[src/cml_pkg.sv]
// shared types, constants and fixed point helpers for the coupled map lattice oscillator
package cml_pkg;

  localparam int CELL_COUNT = 10;
  localparam int TAP_CELL   = 5;
  localparam int IDX_W      = $clog2(CELL_COUNT);

  localparam int Q_W       = 32;
  localparam int FRAC_W    = 28;
  localparam int WIDE_W    = 36;
  localparam int PERIOD_W  = 40;
  localparam int COUNT_W   = 41;
  localparam int OP_W      = 1;
  localparam int CIDX_W    = 4;

  localparam int APB_ADDR_W = 5;
  localparam int APB_DATA_W = 64;
  localparam int REG_IDX_W  = 2;

  localparam logic [OP_W-1:0] OP_TICK = 1'b0;
  localparam logic [OP_W-1:0] OP_LOAD = 1'b1;

  localparam logic [REG_IDX_W-1:0] REG_STEP_PERIOD = 2'd0;
  localparam logic [REG_IDX_W-1:0] REG_MAP_GAIN    = 2'd1;
  localparam logic [REG_IDX_W-1:0] REG_COUPLING    = 2'd2;

  localparam logic [PERIOD_W-1:0]    STEP_PERIOD_RST = 40'd256;
  localparam logic signed [Q_W-1:0]  MAP_GAIN_RST    = 32'sd469762048;
  localparam logic signed [Q_W-1:0]  COUPLING_RST    = 32'sd26843546;

  localparam logic [PERIOD_W-1:0]     TICK_STEP  = 40'd256;
  localparam logic signed [WIDE_W-1:0] Q_ONE     = 36'sd268435456;
  localparam logic signed [Q_W-1:0]   Q_MAX      = 32'sh7fffffff;
  localparam logic signed [Q_W-1:0]   Q_MIN      = 32'sh80000000;

  localparam logic [IDX_W-1:0] LAST_IDX = IDX_W'(CELL_COUNT - 1);
  localparam logic [IDX_W-1:0] TAP_IDX  = IDX_W'(TAP_CELL % CELL_COUNT);

  typedef struct packed {
    logic [PERIOD_W-1:0]   step_period;
    logic signed [Q_W-1:0] map_gain;
    logic signed [Q_W-1:0] coupling;
  } cfg_t;

  typedef enum logic [3:0] {
    ST_IDLE,
    ST_TICK,
    ST_RD,
    ST_SQ,
    ST_GP,
    ST_FN,
    ST_GB,
    ST_WR,
    ST_TAP_RD,
    ST_OUT
  } state_t;

  function automatic logic signed [Q_W-1:0] sat_q(input logic signed [WIDE_W-1:0] v);
    logic fits;
    fits = (v[WIDE_W-1:Q_W-1] == {(WIDE_W-Q_W+1){1'b0}}) ||
           (v[WIDE_W-1:Q_W-1] == {(WIDE_W-Q_W+1){1'b1}});
    if (fits) begin
      return v[Q_W-1:0];
    end else if (v[WIDE_W-1]) begin
      return Q_MIN;
    end else begin
      return Q_MAX;
    end
  endfunction

endpackage

[src/cml_in_if.sv]
// input channel carrying tick and load transactions
interface cml_in_if;
  logic                                   valid;
  logic                                   ready;
  logic [cml_pkg::OP_W-1:0]               operation;
  logic [cml_pkg::CIDX_W-1:0]             cell_index;
  logic signed [cml_pkg::Q_W-1:0]         cell_value;

  modport source (output valid, output operation, output cell_index, output cell_value,
                  input ready);
  modport sink (input valid, input operation, input cell_index, input cell_value,
                output ready);
endinterface

[src/cml_out_if.sv]
// output channel carrying sample transactions
interface cml_out_if;
  logic                           valid;
  logic                           ready;
  logic signed [cml_pkg::Q_W-1:0] sample;

  modport source (output valid, output sample, input ready);
  modport sink (input valid, input sample, output ready);
endinterface

[src/cml_ram.sv]
// generic single write port ram with registered read
module cml_ram #(
  parameter int WIDTH = 32,
  parameter int DEPTH = 16
) (
  input  logic                     clk,
  input  logic                     we,
  input  logic [$clog2(DEPTH)-1:0] waddr,
  input  logic [WIDTH-1:0]         wdata,
  input  logic                     re,
  input  logic [$clog2(DEPTH)-1:0] raddr,
  output logic [WIDTH-1:0]         rdata
);

  logic [WIDTH-1:0] mem [DEPTH];

  always_ff @(posedge clk) begin
    if (we) begin
      mem[waddr] <= wdata;
    end
    if (re) begin
      rdata <= mem[raddr];
    end
  end

endmodule

[src/cml_mul.sv]
// registered q3.28 multiplier with floor shift and saturation
module cml_mul (
  input  logic                           clk,
  input  logic signed [cml_pkg::Q_W-1:0] a,
  input  logic signed [cml_pkg::Q_W-1:0] b,
  output logic signed [cml_pkg::Q_W-1:0] q
);

  logic signed [2*cml_pkg::Q_W-1:0]  prod;
  logic signed [cml_pkg::WIDE_W-1:0] hi;

  always_comb begin
    prod = a * b;
    hi   = prod[2*cml_pkg::Q_W-1:cml_pkg::FRAC_W];
  end

  always_ff @(posedge clk) begin
    q <= cml_pkg::sat_q(hi);
  end

endmodule

[src/cml_cfg.sv]
// apb register file for step period, map gain and coupling
module cml_cfg (
  input  logic                              clk,
  input  logic                              rst,
  input  logic                              psel,
  input  logic                              penable,
  input  logic                              pwrite,
  input  logic [cml_pkg::APB_ADDR_W-1:0]    paddr,
  input  logic [cml_pkg::APB_DATA_W-1:0]    pwdata,
  output logic [cml_pkg::APB_DATA_W-1:0]    prdata,
  output logic                              pready,
  output cml_pkg::cfg_t                     cfg
);

  logic [cml_pkg::REG_IDX_W-1:0] reg_idx;
  logic                          wr_en;

  assign pready  = 1'b1;
  assign reg_idx = paddr[cml_pkg::APB_ADDR_W-1:3];
  assign wr_en   = psel && penable && pwrite && pready;

  always_ff @(posedge clk) begin
    if (rst) begin
      cfg.step_period <= cml_pkg::STEP_PERIOD_RST;
      cfg.map_gain    <= cml_pkg::MAP_GAIN_RST;
      cfg.coupling    <= cml_pkg::COUPLING_RST;
    end else if (wr_en) begin
      case (reg_idx)
        cml_pkg::REG_STEP_PERIOD: cfg.step_period <= pwdata[cml_pkg::PERIOD_W-1:0];
        cml_pkg::REG_MAP_GAIN:    cfg.map_gain    <= pwdata[cml_pkg::Q_W-1:0];
        cml_pkg::REG_COUPLING:    cfg.coupling    <= pwdata[cml_pkg::Q_W-1:0];
        default: ;
      endcase
    end
  end

  always_comb begin
    case (reg_idx)
      cml_pkg::REG_STEP_PERIOD: prdata = cml_pkg::APB_DATA_W'(cfg.step_period);
      cml_pkg::REG_MAP_GAIN:    prdata = cml_pkg::APB_DATA_W'(unsigned'(cfg.map_gain));
      cml_pkg::REG_COUPLING:    prdata = cml_pkg::APB_DATA_W'(unsigned'(cfg.coupling));
      default:                  prdata = '0;
    endcase
  end

endmodule

[src/coupled_map_lattice_oscillator_unit.sv]
// top level: lattice sequencer, cell memory, step counter and output register
// a load transaction writes its cell in the cycle it is accepted and gives no result
// a tick without lattice update: ST_TICK, ST_TAP_RD, ST_OUT (stalls while output full)
// a tick with update: a priming pass, then ST_RD to ST_WR per cell, using one shared
// multiplier for four products per cell and the single write port cell ram
// reset clears cells (valid bits), step counter and control; registers take their defaults
module coupled_map_lattice_oscillator_unit (
  input  logic                           clk,
  input  logic                           rst,
  cml_in_if.sink                         in_item,
  cml_out_if.source                      out_item,
  input  logic                           psel,
  input  logic                           penable,
  input  logic                           pwrite,
  input  logic [cml_pkg::APB_ADDR_W-1:0] paddr,
  input  logic [cml_pkg::APB_DATA_W-1:0] pwdata,
  output logic [cml_pkg::APB_DATA_W-1:0] prdata,
  output logic                           pready
);

  cml_pkg::cfg_t   cfg;
  cml_pkg::state_t state, state_next;

  logic [cml_pkg::COUNT_W-1:0]  step_counter;
  logic [cml_pkg::PERIOD_W-1:0] period_eff;
  logic                         step_due;
  logic                         upd;
  logic                         prime;
  logic [cml_pkg::IDX_W-1:0]    cell_idx;
  logic [cml_pkg::CELL_COUNT-1:0] cell_vld;
  logic                         rd_vld;

  logic signed [cml_pkg::Q_W-1:0] fcur;
  logic signed [cml_pkg::Q_W-1:0] fn_reg;
  logic signed [cml_pkg::Q_W-1:0] a_reg;
  logic signed [cml_pkg::Q_W-1:0] x0_new;
  logic signed [cml_pkg::Q_W-1:0] out_data;
  logic                           out_valid;

  logic                           in_acc;
  logic                           load_ok;
  logic                           ram_we;
  logic [cml_pkg::IDX_W-1:0]      ram_waddr;
  logic [cml_pkg::Q_W-1:0]        ram_wdata;
  logic                           ram_re;
  logic [cml_pkg::IDX_W-1:0]      ram_raddr;
  logic [cml_pkg::Q_W-1:0]        ram_rdata;

  logic signed [cml_pkg::Q_W-1:0]    mul_a, mul_b, mul_q;
  logic signed [cml_pkg::Q_W-1:0]    x_sel, rd_val, w_val, fn_val, new_val;
  logic signed [cml_pkg::WIDE_W-1:0] w_wide, fn_wide, sum_wide;
  logic                              out_load;

  cml_cfg u_cfg (
    .clk     (clk),
    .rst     (rst),
    .psel    (psel),
    .penable (penable),
    .pwrite  (pwrite),
    .paddr   (paddr),
    .pwdata  (pwdata),
    .prdata  (prdata),
    .pready  (pready),
    .cfg     (cfg)
  );

  cml_ram #(
    .WIDTH (cml_pkg::Q_W),
    .DEPTH (cml_pkg::CELL_COUNT)
  ) u_cells (
    .clk   (clk),
    .we    (ram_we),
    .waddr (ram_waddr),
    .wdata (ram_wdata),
    .re    (ram_re),
    .raddr (ram_raddr),
    .rdata (ram_rdata)
  );

  cml_mul u_mul (
    .clk (clk),
    .a   (mul_a),
    .b   (mul_b),
    .q   (mul_q)
  );

  assign in_item.ready   = (state == cml_pkg::ST_IDLE);
  assign in_acc          = in_item.valid && in_item.ready;
  assign load_ok         = 32'(in_item.cell_index) < 32'(cml_pkg::CELL_COUNT);
  assign out_item.valid  = out_valid;
  assign out_item.sample = out_data;

  assign period_eff = (cfg.step_period < cml_pkg::TICK_STEP) ? cml_pkg::TICK_STEP
                                                             : cfg.step_period;
  assign step_due   = step_counter >= {1'b0, period_eff};

  always_comb begin
    rd_val   = rd_vld ? signed'(ram_rdata) : '0;
    x_sel    = (!prime && cell_idx == cml_pkg::LAST_IDX) ? x0_new : rd_val;
    w_wide   = cml_pkg::Q_ONE - cfg.coupling;
    w_val    = cml_pkg::sat_q(w_wide);
    fn_wide  = cml_pkg::Q_ONE - mul_q;
    fn_val   = cml_pkg::sat_q(fn_wide);
    sum_wide = a_reg + mul_q;
    new_val  = cml_pkg::sat_q(sum_wide);
  end

  always_ff @(posedge clk) begin
    if (rst) begin
      state <= cml_pkg::ST_IDLE;
    end else begin
      state <= state_next;
    end
  end

  always_comb begin
    state_next = state;
    ram_we     = 1'b0;
    ram_waddr  = cell_idx;
    ram_wdata  = new_val;
    ram_re     = 1'b0;
    ram_raddr  = '0;
    mul_a      = '0;
    mul_b      = '0;
    out_load   = 1'b0;
    case (state)
      cml_pkg::ST_IDLE: begin
        if (in_acc) begin
          if (in_item.operation == cml_pkg::OP_LOAD) begin
            ram_we    = load_ok;
            ram_waddr = cml_pkg::IDX_W'(in_item.cell_index);
            ram_wdata = in_item.cell_value;
          end else begin
            state_next = cml_pkg::ST_TICK;
          end
        end
      end
      cml_pkg::ST_TICK: begin
        state_next = upd ? cml_pkg::ST_RD : cml_pkg::ST_TAP_RD;
      end
      cml_pkg::ST_RD: begin
        ram_re     = 1'b1;
        ram_raddr  = (prime || cell_idx == cml_pkg::LAST_IDX) ? '0
                                                              : cell_idx + 1'b1;
        state_next = cml_pkg::ST_SQ;
      end
      cml_pkg::ST_SQ: begin
        mul_a      = x_sel;
        mul_b      = x_sel;
        state_next = cml_pkg::ST_GP;
      end
      cml_pkg::ST_GP: begin
        mul_a      = cfg.map_gain;
        mul_b      = mul_q;
        state_next = cml_pkg::ST_FN;
      end
      cml_pkg::ST_FN: begin
        mul_a      = w_val;
        mul_b      = fcur;
        state_next = prime ? cml_pkg::ST_RD : cml_pkg::ST_GB;
      end
      cml_pkg::ST_GB: begin
        mul_a      = cfg.coupling;
        mul_b      = fn_reg;
        state_next = cml_pkg::ST_WR;
      end
      cml_pkg::ST_WR: begin
        ram_we     = 1'b1;
        state_next = (cell_idx == cml_pkg::LAST_IDX) ? cml_pkg::ST_TAP_RD : cml_pkg::ST_RD;
      end
      cml_pkg::ST_TAP_RD: begin
        ram_re     = 1'b1;
        ram_raddr  = cml_pkg::TAP_IDX;
        state_next = cml_pkg::ST_OUT;
      end
      cml_pkg::ST_OUT: begin
        if (!out_valid || out_item.ready) begin
          out_load   = 1'b1;
          state_next = cml_pkg::ST_IDLE;
        end
      end
      default: state_next = cml_pkg::ST_IDLE;
    endcase
  end

  always_ff @(posedge clk) begin
    if (rst) begin
      step_counter <= '0;
      upd          <= 1'b0;
      prime        <= 1'b0;
      cell_idx     <= '0;
      cell_vld     <= '0;
      out_valid    <= 1'b0;
    end else begin
      if (ram_we) begin
        cell_vld[ram_waddr] <= 1'b1;
      end
      if (out_load) begin
        out_valid <= 1'b1;
      end else if (out_item.ready) begin
        out_valid <= 1'b0;
      end
      case (state)
        cml_pkg::ST_IDLE: begin
          if (in_acc && in_item.operation == cml_pkg::OP_TICK) begin
            upd <= step_due;
            if (step_due) begin
              step_counter <= step_counter - {1'b0, period_eff};
            end
          end
        end
        cml_pkg::ST_TICK: begin
          step_counter <= step_counter + {1'b0, cml_pkg::TICK_STEP};
          prime        <= 1'b1;
          cell_idx     <= '0;
        end
        cml_pkg::ST_FN: begin
          prime <= 1'b0;
        end
        cml_pkg::ST_WR: begin
          if (cell_idx != cml_pkg::LAST_IDX) begin
            cell_idx <= cell_idx + 1'b1;
          end
        end
        default: ;
      endcase
    end
  end

  always_ff @(posedge clk) begin
    if (ram_re) begin
      rd_vld <= cell_vld[ram_raddr];
    end
    if (state == cml_pkg::ST_FN) begin
      fn_reg <= fn_val;
      if (prime) begin
        fcur <= fn_val;
      end
    end
    if (state == cml_pkg::ST_GB) begin
      a_reg <= mul_q;
    end
    if (state == cml_pkg::ST_WR) begin
      fcur <= fn_reg;
      if (cell_idx == '0) begin
        x0_new <= new_val;
      end
    end
    if (out_load) begin
      out_data <= rd_val;
    end
  end

  a_ram_write_src: assert property (@(posedge clk) disable iff (rst)
    ram_we |-> (state == cml_pkg::ST_WR) || (state == cml_pkg::ST_IDLE && in_acc))
    else $error("cell ram written outside update or load");

  a_idx_range: assert property (@(posedge clk) disable iff (rst)
    state == cml_pkg::ST_WR |-> 32'(cell_idx) < 32'(cml_pkg::CELL_COUNT))
    else $error("cell index beyond ring");

  a_no_update_path: assert property (@(posedge clk) disable iff (rst)
    (state == cml_pkg::ST_TICK && !upd) |=> state == cml_pkg::ST_TAP_RD)
    else $error("tick without update entered the lattice sweep");

  a_out_from_seq: assert property (@(posedge clk) disable iff (rst)
    $rose(out_valid) |-> $past(state == cml_pkg::ST_OUT))
    else $error("sample presented without a finished tick");

  a_sweep_ends_tap: assert property (@(posedge clk) disable iff (rst)
    (state == cml_pkg::ST_WR && cell_idx == cml_pkg::LAST_IDX) |=>
      state == cml_pkg::ST_TAP_RD)
    else $error("lattice sweep did not end at the tap read");

endmodule

[src/flat_wrapper.sv]
// flat-port wrapper written by rule: the top's interface ports become plain ports
module coupled_map_lattice_oscillator_unit_flat 
  (clk, rst, psel, penable, pwrite, paddr, pwdata, prdata, pready, in_item_valid, in_item_operation, in_item_cell_index, in_item_cell_value, in_item_ready, out_item_valid, out_item_sample, out_item_ready);
  cml_in_if in_item_i ();
  cml_out_if out_item_i ();
  input  logic clk;
  input  logic rst;
  input  logic psel;
  input  logic penable;
  input  logic pwrite;
  input  logic [cml_pkg::APB_ADDR_W-1:0] paddr;
  input  logic [cml_pkg::APB_DATA_W-1:0] pwdata;
  output logic [cml_pkg::APB_DATA_W-1:0] prdata;
  output logic pready;
  input wire logic [$bits(in_item_i.valid)-1:0] in_item_valid;
  input wire logic [$bits(in_item_i.operation)-1:0] in_item_operation;
  input wire logic [$bits(in_item_i.cell_index)-1:0] in_item_cell_index;
  input wire logic [$bits(in_item_i.cell_value)-1:0] in_item_cell_value;
  output wire logic [$bits(in_item_i.ready)-1:0] in_item_ready;
  output wire logic [$bits(out_item_i.valid)-1:0] out_item_valid;
  output wire logic [$bits(out_item_i.sample)-1:0] out_item_sample;
  input wire logic [$bits(out_item_i.ready)-1:0] out_item_ready;
  assign in_item_i.valid = in_item_valid;
  assign in_item_i.operation = in_item_operation;
  assign in_item_i.cell_index = in_item_cell_index;
  assign in_item_i.cell_value = in_item_cell_value;
  assign in_item_ready = in_item_i.ready;
  assign out_item_valid = out_item_i.valid;
  assign out_item_sample = out_item_i.sample;
  assign out_item_i.ready = out_item_ready;
  coupled_map_lattice_oscillator_unit u_core (.clk(clk), .rst(rst), .in_item(in_item_i), .out_item(out_item_i), .psel(psel), .penable(penable), .pwrite(pwrite), .paddr(paddr), .pwdata(pwdata), .prdata(prdata), .pready(pready));
endmodule
[config.mk]
export PLATFORM = sky130hd
export DESIGN_NAME = coupled_map_lattice_oscillator_unit_flat
export DESIGN_NICKNAME = d
export VERILOG_FILES = /design/src/cml_pkg.sv /design/src/cml_in_if.sv /design/src/cml_out_if.sv /design/src/cml_ram.sv /design/src/cml_mul.sv /design/src/cml_cfg.sv /design/src/coupled_map_lattice_oscillator_unit.sv /design/src/flat_wrapper.sv
export SDC_FILE = /design/constraint.sdc
export NUM_CORES = 2
export LEC_CHECK = 0
export ABC_CLOCK_PERIOD_IN_PS = 10170
export BUFFER_PORTS_ARGS = -buffer_cell sky130_fd_sc_hd__buf_4
export CAP_MARGIN = 10
export CELL_PAD_IN_SITES_DETAIL_PLACEMENT = 2
export CELL_PAD_IN_SITES_GLOBAL_PLACEMENT = 2
export CORE_MARGIN = 2
export CORE_UTILIZATION = 38
export DETAILED_ROUTE_END_ITERATION = 10
export GPL_ROUTABILITY_DRIVEN = 0
export GPL_TIMING_DRIVEN = 0
export PLACE_DENSITY = 0.91
export SYNTH_ARGS = -nofsm -noshare
export SYNTH_HDL_FRONTEND = slang
export SYNTH_SLANG_ARGS = --single-unit
[constraint.sdc]
create_clock -name clk -period 10.17 [get_ports clk]
set_input_delay 1.017 -clock clk [delete_from_list [all_inputs] [get_ports clk]]
set_output_delay 1.017 -clock clk [all_outputs]
set_load 0.1 [all_outputs]
==> results.txt, run 1 <==
CTS saw 711 sinks. After synthesis, the most frequently instantiated cells are sky130_fd_sc_hd__nand2_1 (1,347), sky130_fd_sc_hd__inv_1 (1,142), sky130_fd_sc_hd__fa_1 (1,083). The number of clock buffers added by TritonCTS is 75. Maximum number of pins on one net before global-route repair: 42. Summed over all layers, the global routing overflow is 299. Synthesis instantiated 100 different standard cells from the library. During synthesis, Yosys emitted a total of 0 warnings. After clock tree synthesis, the flow added hold-fix buffers numbering 0. A synthesized cell averages 9.395 sq um. The tools report the proportion of synthesized chip area in sequential cells as 0.2724. The top cell type's share of synthesized area is 0.3049. The run stopped with a tool error. The tool reported: "[ERROR GRT-0116] Global routing finished with congestion. Check the congestion regions in the DRC Viewer".

Once detailed placement completed, the half-perimeter wirelength came to 308.4 mm. The effective utilization at floorplan was 0.3830; the number of flops mapped to enable cells by yosys was 513. sky130_fd_sc_hd__nand2_1 is the most common cell in the netlist.

Halt point of the flow: 5_1_grt. For this run, the leading register cell type out of synthesis is sky130_fd_sc_hd__edfxtp_1. Via count of the first global-routing pass: 94,745. By area, the combinational part of the netlist is dominated by adder cells. During placement, the flow inserted port buffers numbering 156. From bottom edge to top edge, the die measures 436.6 um.

The synthesized netlist occupies a cell area of 71,100 sq um. The adder-cell area share of the yosys netlist is 0.3513. The die span in x works out to 436.6 um. Compound-cell area share of the yosys netlist: 0.09241.

The biggest area contributor in the post-synthesis netlist is sky130_fd_sc_hd__fa_1. After synthesis the netlist holds a flip-flop and latch count of 711. Including well taps, the total number of placed cells is 10,259.

The tools report the wire length of the first global-routing pass as 895.2 mm. The cell row count came out at 158. The total number of H-tree levels is 3, and the area fraction in and, or, nand and nor cells after synthesis is 0.1534. The share of flip-flops with an asynchronous set or reset works out to 0. The post-synthesis xor/xnor area fraction was 0.02092. The aggregate global-route resource usage is 0.6868, and the count of boundary I/O pins is 212.

The root buffer cell chosen for the clock tree is sky130_fd_sc_hd__clkbuf_16. No sink is reached through more buffers than the 3 on the longest clock path. Yosys attributes the largest share of cell area to sky130_fd_sc_hd__fa_1 (30%), sky130_fd_sc_hd__edfxtp_1 (22%), sky130_fd_sc_hd__nand2_1 (7.1%). The multiplexer share of the synthesized area came out at 0.02314.

Synthesis produced 7,568 cells.
[layer usage]
layer  overflow  track usage
met1          9       0.6735
met5          0       0.3921
met3          6       0.5552
met2        144       0.8465
met4        140       0.6554
[cells by family after synthesis]
logic type | Yosys count
xor gates and xnor gates | 169
and+or+nand+nor | 2563
muxes | 153
buffers and inverters | 1600
other | 2
DFF | 711
AOI/OAI and AO/OA | 1022
adders and majority gates | 1348
[stage by stage]
stage | hold slack [ns] | utilization | setup slack [ns] | area [sq um] | TNS [ns]
after floorplan | 0.4348 | - | 0.003567 | 71210 | 0
after CTS | 0.4706 | 0.4400 | -1.054 | 81680 | -31.80
after detailed placement | 0.4610 | 0.4099 | -5.122 | 76080 | -161.39
after global placement | 0.4444 | 0.4066 | -4.277 | 75480 | -134.32
[timing repair]
action	in CTS
setup buffers	99
endpoints found under the setup margin	32
cloned	2
resized for setup	733
pin swaps	55
==> run 2: changes to the inputs <==
--- a/config.mk
+++ b/config.mk
@@ -5,17 +5,15 @@
 export SDC_FILE = /design/constraint.sdc
 export NUM_CORES = 2
 export LEC_CHECK = 0
-export ABC_CLOCK_PERIOD_IN_PS = 10170
+export ABC_CLOCK_PERIOD_IN_PS = 13200
 export BUFFER_PORTS_ARGS = -buffer_cell sky130_fd_sc_hd__buf_4
 export CAP_MARGIN = 10
-export CELL_PAD_IN_SITES_DETAIL_PLACEMENT = 2
-export CELL_PAD_IN_SITES_GLOBAL_PLACEMENT = 2
 export CORE_MARGIN = 2
-export CORE_UTILIZATION = 38
+export CORE_UTILIZATION = 40
 export DETAILED_ROUTE_END_ITERATION = 10
 export GPL_ROUTABILITY_DRIVEN = 0
 export GPL_TIMING_DRIVEN = 0
-export PLACE_DENSITY = 0.91
+export PLACE_DENSITY_LB_ADDON = 0.15
 export SYNTH_ARGS = -nofsm -noshare
 export SYNTH_HDL_FRONTEND = slang
 export SYNTH_SLANG_ARGS = --single-unit
==> constraint.sdc (replaced) <==
create_clock -name clk -period 13.2 [get_ports clk]
set_input_delay 1.32 -clock clk [delete_from_list [all_inputs] [get_ports clk]]
set_output_delay 1.32 -clock clk [all_outputs]
set_load 0.1 [all_outputs]
==> results.txt, run 2 <==
The flip-flop count of the largest register, all copies and words added was 320. The capture point of the worst reg-to-reg path is u_core.u_mul.q[1]$_DFF_P_. Mean instance size in the synthesized netlist: 9.395 sq um (unchanged).

The run gives 103.3 uV as the largest voltage drop on the vdd net. Ranked by flip-flop count, first place goes to u_core.u_cells.mem. The number of fill cells is 17,323. By count the netlist is led by sky130_fd_sc_hd__nand2_1 (1,347), sky130_fd_sc_hd__inv_1 (1,142), sky130_fd_sc_hd__fa_1 (1,083). Entering global routing, the biggest net connects 37 pins.

Number of buffers created by CTS: 71 (-5.3%). Leaving out fill and tap cells, the most frequent cells in the layout are sky130_fd_sc_hd__nand2_1 (1,347), sky130_fd_sc_hd__inv_1 (1,141), sky130_fd_sc_hd__fa_1 (1,081), sky130_fd_sc_hd__nor2_1 (635), sky130_fd_sc_hd__edfxtp_1 (513). Setup slack on the worst reg-to-reg path comes out at 0.31 ns. The area growth from synthesis to layout is 10.35%.

The slowest stage of the critical path belongs to the cell sky130_fd_sc_hd__clkbuf_1. The number of hold-repair buffers added at the cts stage is 0 (unchanged), and the total of flip-flops plus latches after synthesis is 711 (unchanged). The logs give 0.66 ns for the clock network latency to the later pin of the worst-skew pair and 6 for the first-pass iteration count of the detailed router. The count of nets left with antenna violations once routing finished came out at 0. TritonCTS built the clock tree. The cell with the most instances after synthesis is sky130_fd_sc_hd__nand2_1. The number of flops mapped to enable cells by yosys is 513 (unchanged), and the routed length per instance is 26.10 um. The final route contains 56,726 vias. The number of max-cap violations came out at 0.

Among all flip-flop cells after synthesis, the most frequent one is sky130_fd_sc_hd__edfxtp_1. For this run, design rule violations remaining after detail routing come to 0. The routed design has 267.3 mm of wire.

The final worst-path cycle share came out at 0.9766. The tools report the total number of H-tree levels as 3 (unchanged). Root buffer cell: sky130_fd_sc_hd__clkbuf_16.

The number of cells on the worst reg-to-reg path was 35; the hold violation count in the final report was 0. At the worst endpoint, the required time is 13.77 ns. The flow ran to the end, and the final reports show no timing, DRC or antenna violations. Setup repair after global routing left no endpoint under its margin. The transition at the pin with the smallest max-transition slack was 1.348 ns; the number of warnings printed during yosys synthesis was 0 (unchanged). The floorplan step defined a die boundary enclosing 181,100 sq um. Count of boundary I/O pins: 212 (unchanged).

In this design, the largest share of critical-path delay is due to adder cells. The tightest min-delay check is of the flip-flop to flip-flop type. Count of buffers inserted at the top-level ports: 156 (unchanged). The worst register-to-register path begins at u_core.state[1]$_SDFFE_PP0P_. Static timing analysis puts the maximum clock frequency at 0.07758 GHz. The count of cell instances traversed by the critical path is 35, and the fraction of final layout cells sized beyond drive strength 1 is 0.07409. The critical-path maximum fanout is 10, and the number of vias per cell is 5.540.

The tools report the headroom to the max-slew limit as 0.1012. Final core area utilization: 0.4450. The floorplan step defined a core boundary enclosing 176,300 sq um. The placed wire-length estimate after detailed placement is 220.6 mm (-28%).

The register clock-pin slew on the reported worst setup and hold paths is 0.07 ns. Cell type with the largest total area after synthesis: sky130_fd_sc_hd__fa_1. The worst hold path terminates at u_core.step_counter[5]$_SDFFE_PP0P_. In this design, the stage delay of the slowest critical-path cell is 0.74 ns. Together, buffers and inverters on the worst path number 10. The leftover overflow at the end of global routing was 0. Most prevalent standard cell on the critical path: sky130_fd_sc_hd__fa_1. The finished cells cover 78,460 sq um. Yosys attributes the largest share of cell area to sky130_fd_sc_hd__fa_1 (30%), sky130_fd_sc_hd__edfxtp_1 (22%), sky130_fd_sc_hd__nand2_1 (7.1%).

The die span in x was 425.6 um (-2.5%); the synthesized instance count was 7,568 (unchanged). The tools report the cell row count as 154 (-2.5%). STA classifies the critical path endpoint as a flip-flop. The proportion of synthesized chip area in sequential cells was 0.2724 (unchanged); the number of nets in the layout was 9,293.

The logs give 5,878 for the initial detailed-routing violation count and 0 ns for the sum of negative setup slack. The wire length of the first global-routing pass is 392.8 mm, and the height of the die is 425.6 um (-2.5%). For this design the ratio of total power to cell area is 74.51 nW/um^2. The count of unique library cells instantiated by Yosys was 100 (unchanged).

Data on the critical path arrives at its endpoint at 13.46 ns. The worst setup path is of the flip-flop to flip-flop kind. The run gives 0 as the number of max-slew violations in the final report. The worst setup path is launched from a flip-flop. Counting instances, the worst hold path has a depth of 2. Leaving out fill and tap cells, the most frequent cell in the layout is sky130_fd_sc_hd__nand2_1. The initial antenna violation count is 15. In the final layout, the registers with the most flip-flops are u_core.u_cells.mem x320, u_core.u_cfg.cfg x104, u_core.step_counter x41. The clock period minus worst slack is 12.89 ns, and the maximum buffer depth of the clock tree is 3 (unchanged). For the via count of the first global-routing pass, the log shows 56,952. The startpoint identified for the worst hold timing path is u_core.step_counter[5]$_SDFFE_PP0P_. The aggregate global-route resource usage was 0.2970. The placed standard-cell area is 75,890 sq um (-0.25%), and the share of flip-flops with an asynchronous set or reset is 0 (unchanged). The top cell type's share of synthesized area was 0.3049 (unchanged); the static leakage was 33.84 nW.

The number of sinks handled by clock tree synthesis is 711 (unchanged). For the setup clock skew after layout, the log shows 0.02505 ns. Setup violations remaining at the end of the flow were counted as 0. The run gives 71,100 sq um (unchanged) as the post-synthesis cell area. The effective utilization at floorplan is 0.4033 (+0.02026).
==> run 2: cell counts after synthesis <==
Identical to the previous run, type by type.
==> run 2: kinds of logic (layout without fill, tap and decap cells) <==
family,after synthesis,after routing,synth area share
other,2,29,0.0001056
xor gates and xnor gates,169,169,0.02092
DFF,711,711,0.2724
adders and majority gates,1348,1348,0.3513
and+or+nand+nor,2563,2563,0.1534
muxes,153,153,0.02314
AOI/OAI and AO/OA,1022,1022,0.09241
buffers and inverters,1600,1905,0.08632
==> run 2: worst max path at each step <==
stage                                startpoint                          to  slack, ns
2_1_floorplan      u_core.state[1]$_SDFFE_PP0P_  u_core.u_mul.q[17]$_DFF_P_       2.74
3_3_place_gp       u_core.state[1]$_SDFFE_PP0P_   u_core.u_mul.q[1]$_DFF_P_      -2.43
3_5_place_dp   u_core.u_cfg.cfg[0]$_SDFFE_PP0P_   u_core.u_mul.q[1]$_DFF_P_      -1.58
4_1_cts         u_core.cell_idx[0]$_SDFFE_PP0P_   u_core.u_mul.q[1]$_DFF_P_       0.01
5_1_grt        u_core.u_cfg.cfg[0]$_SDFFE_PP0P_   u_core.u_mul.q[1]$_DFF_P_       0.01
6_report           u_core.state[1]$_SDFFE_PP0P_   u_core.u_mul.q[1]$_DFF_P_       0.31
==> run 2: tightest hold or removal path, delay by kind of cell, from the launching register on <==
family,cells,cell delay [ns]
flip-flops,1,0.32
AND/OR/NAND/NOR,1,0.05
AO/OA/AOI/OAI,1,0.05
==> run 2: cell type report <==
| class | count | area (sq um) | share of cell area |
|---|---|---|---|
| antenna | 4 | 10.01 | 0.0001276 |
| buffer | 439 | 1873 | 0.02387 |
| clock buffer | 94 | 2003 | 0.02553 |
| clock inverter | 36 | 320.3 | 0.004083 |
| inverter | 1144 | 4295 | 0.05475 |
| multi-input combinational | 5280 | 45970 | 0.5859 |
| sequential | 711 | 19370 | 0.2469 |
| tap | 2340 | 2928 | 0.03732 |
| timing repair buffer | 192 | 1688 | 0.02151 |
==> run 2: per-stage QoR <==
| step | hold slack (ns) | power [mW] | worst slack (ns) | std cells |
|---|---|---|---|---|
| global route | 0.4865 | 6.052 | 0.01035 | 10236 |
| finish | 0.4639 | 5.846 | 0.3093 | 10240 |
| floorplan | 0.4348 | 3.381 | 2.741 | 7591 |
| detailed placement | 0.4545 | 3.797 | -1.582 | 10116 |
| global placement | 0.4463 | 3.782 | -2.429 | 10087 |
| CTS | 0.4630 | 5.848 | 0.01294 | 10245 |
==> run 2: power breakdown <==
group,total (mW),internal [mW],switching (mW)
Combinational,1.27,0.417,0.851
Sequential,2.51,2.47,0.0384
Clock,2.06,1.13,0.937
Total,5.85,4.02,1.83
==> run 2: per-layer routing <==
metal | track usage | vias up | wire [um]
met3 | 0.06071 | 563 | 23310
met5 | 0 | - | 117
li1 | - | 24743 | -
met1 | 0.4028 | 28829 | 110000
met4 | 0.1368 | 16 | 15260
met2 | 0.4570 | 2575 | 118600
==> run 2: what timing repair did <==
action                                  CTS  global route
setup buffers                             2             0
resized for setup                        34           128
pin swaps                                 1             2
endpoints found under the setup margin   32            32
Note: power is estimated with default switching activity, not from simulation.
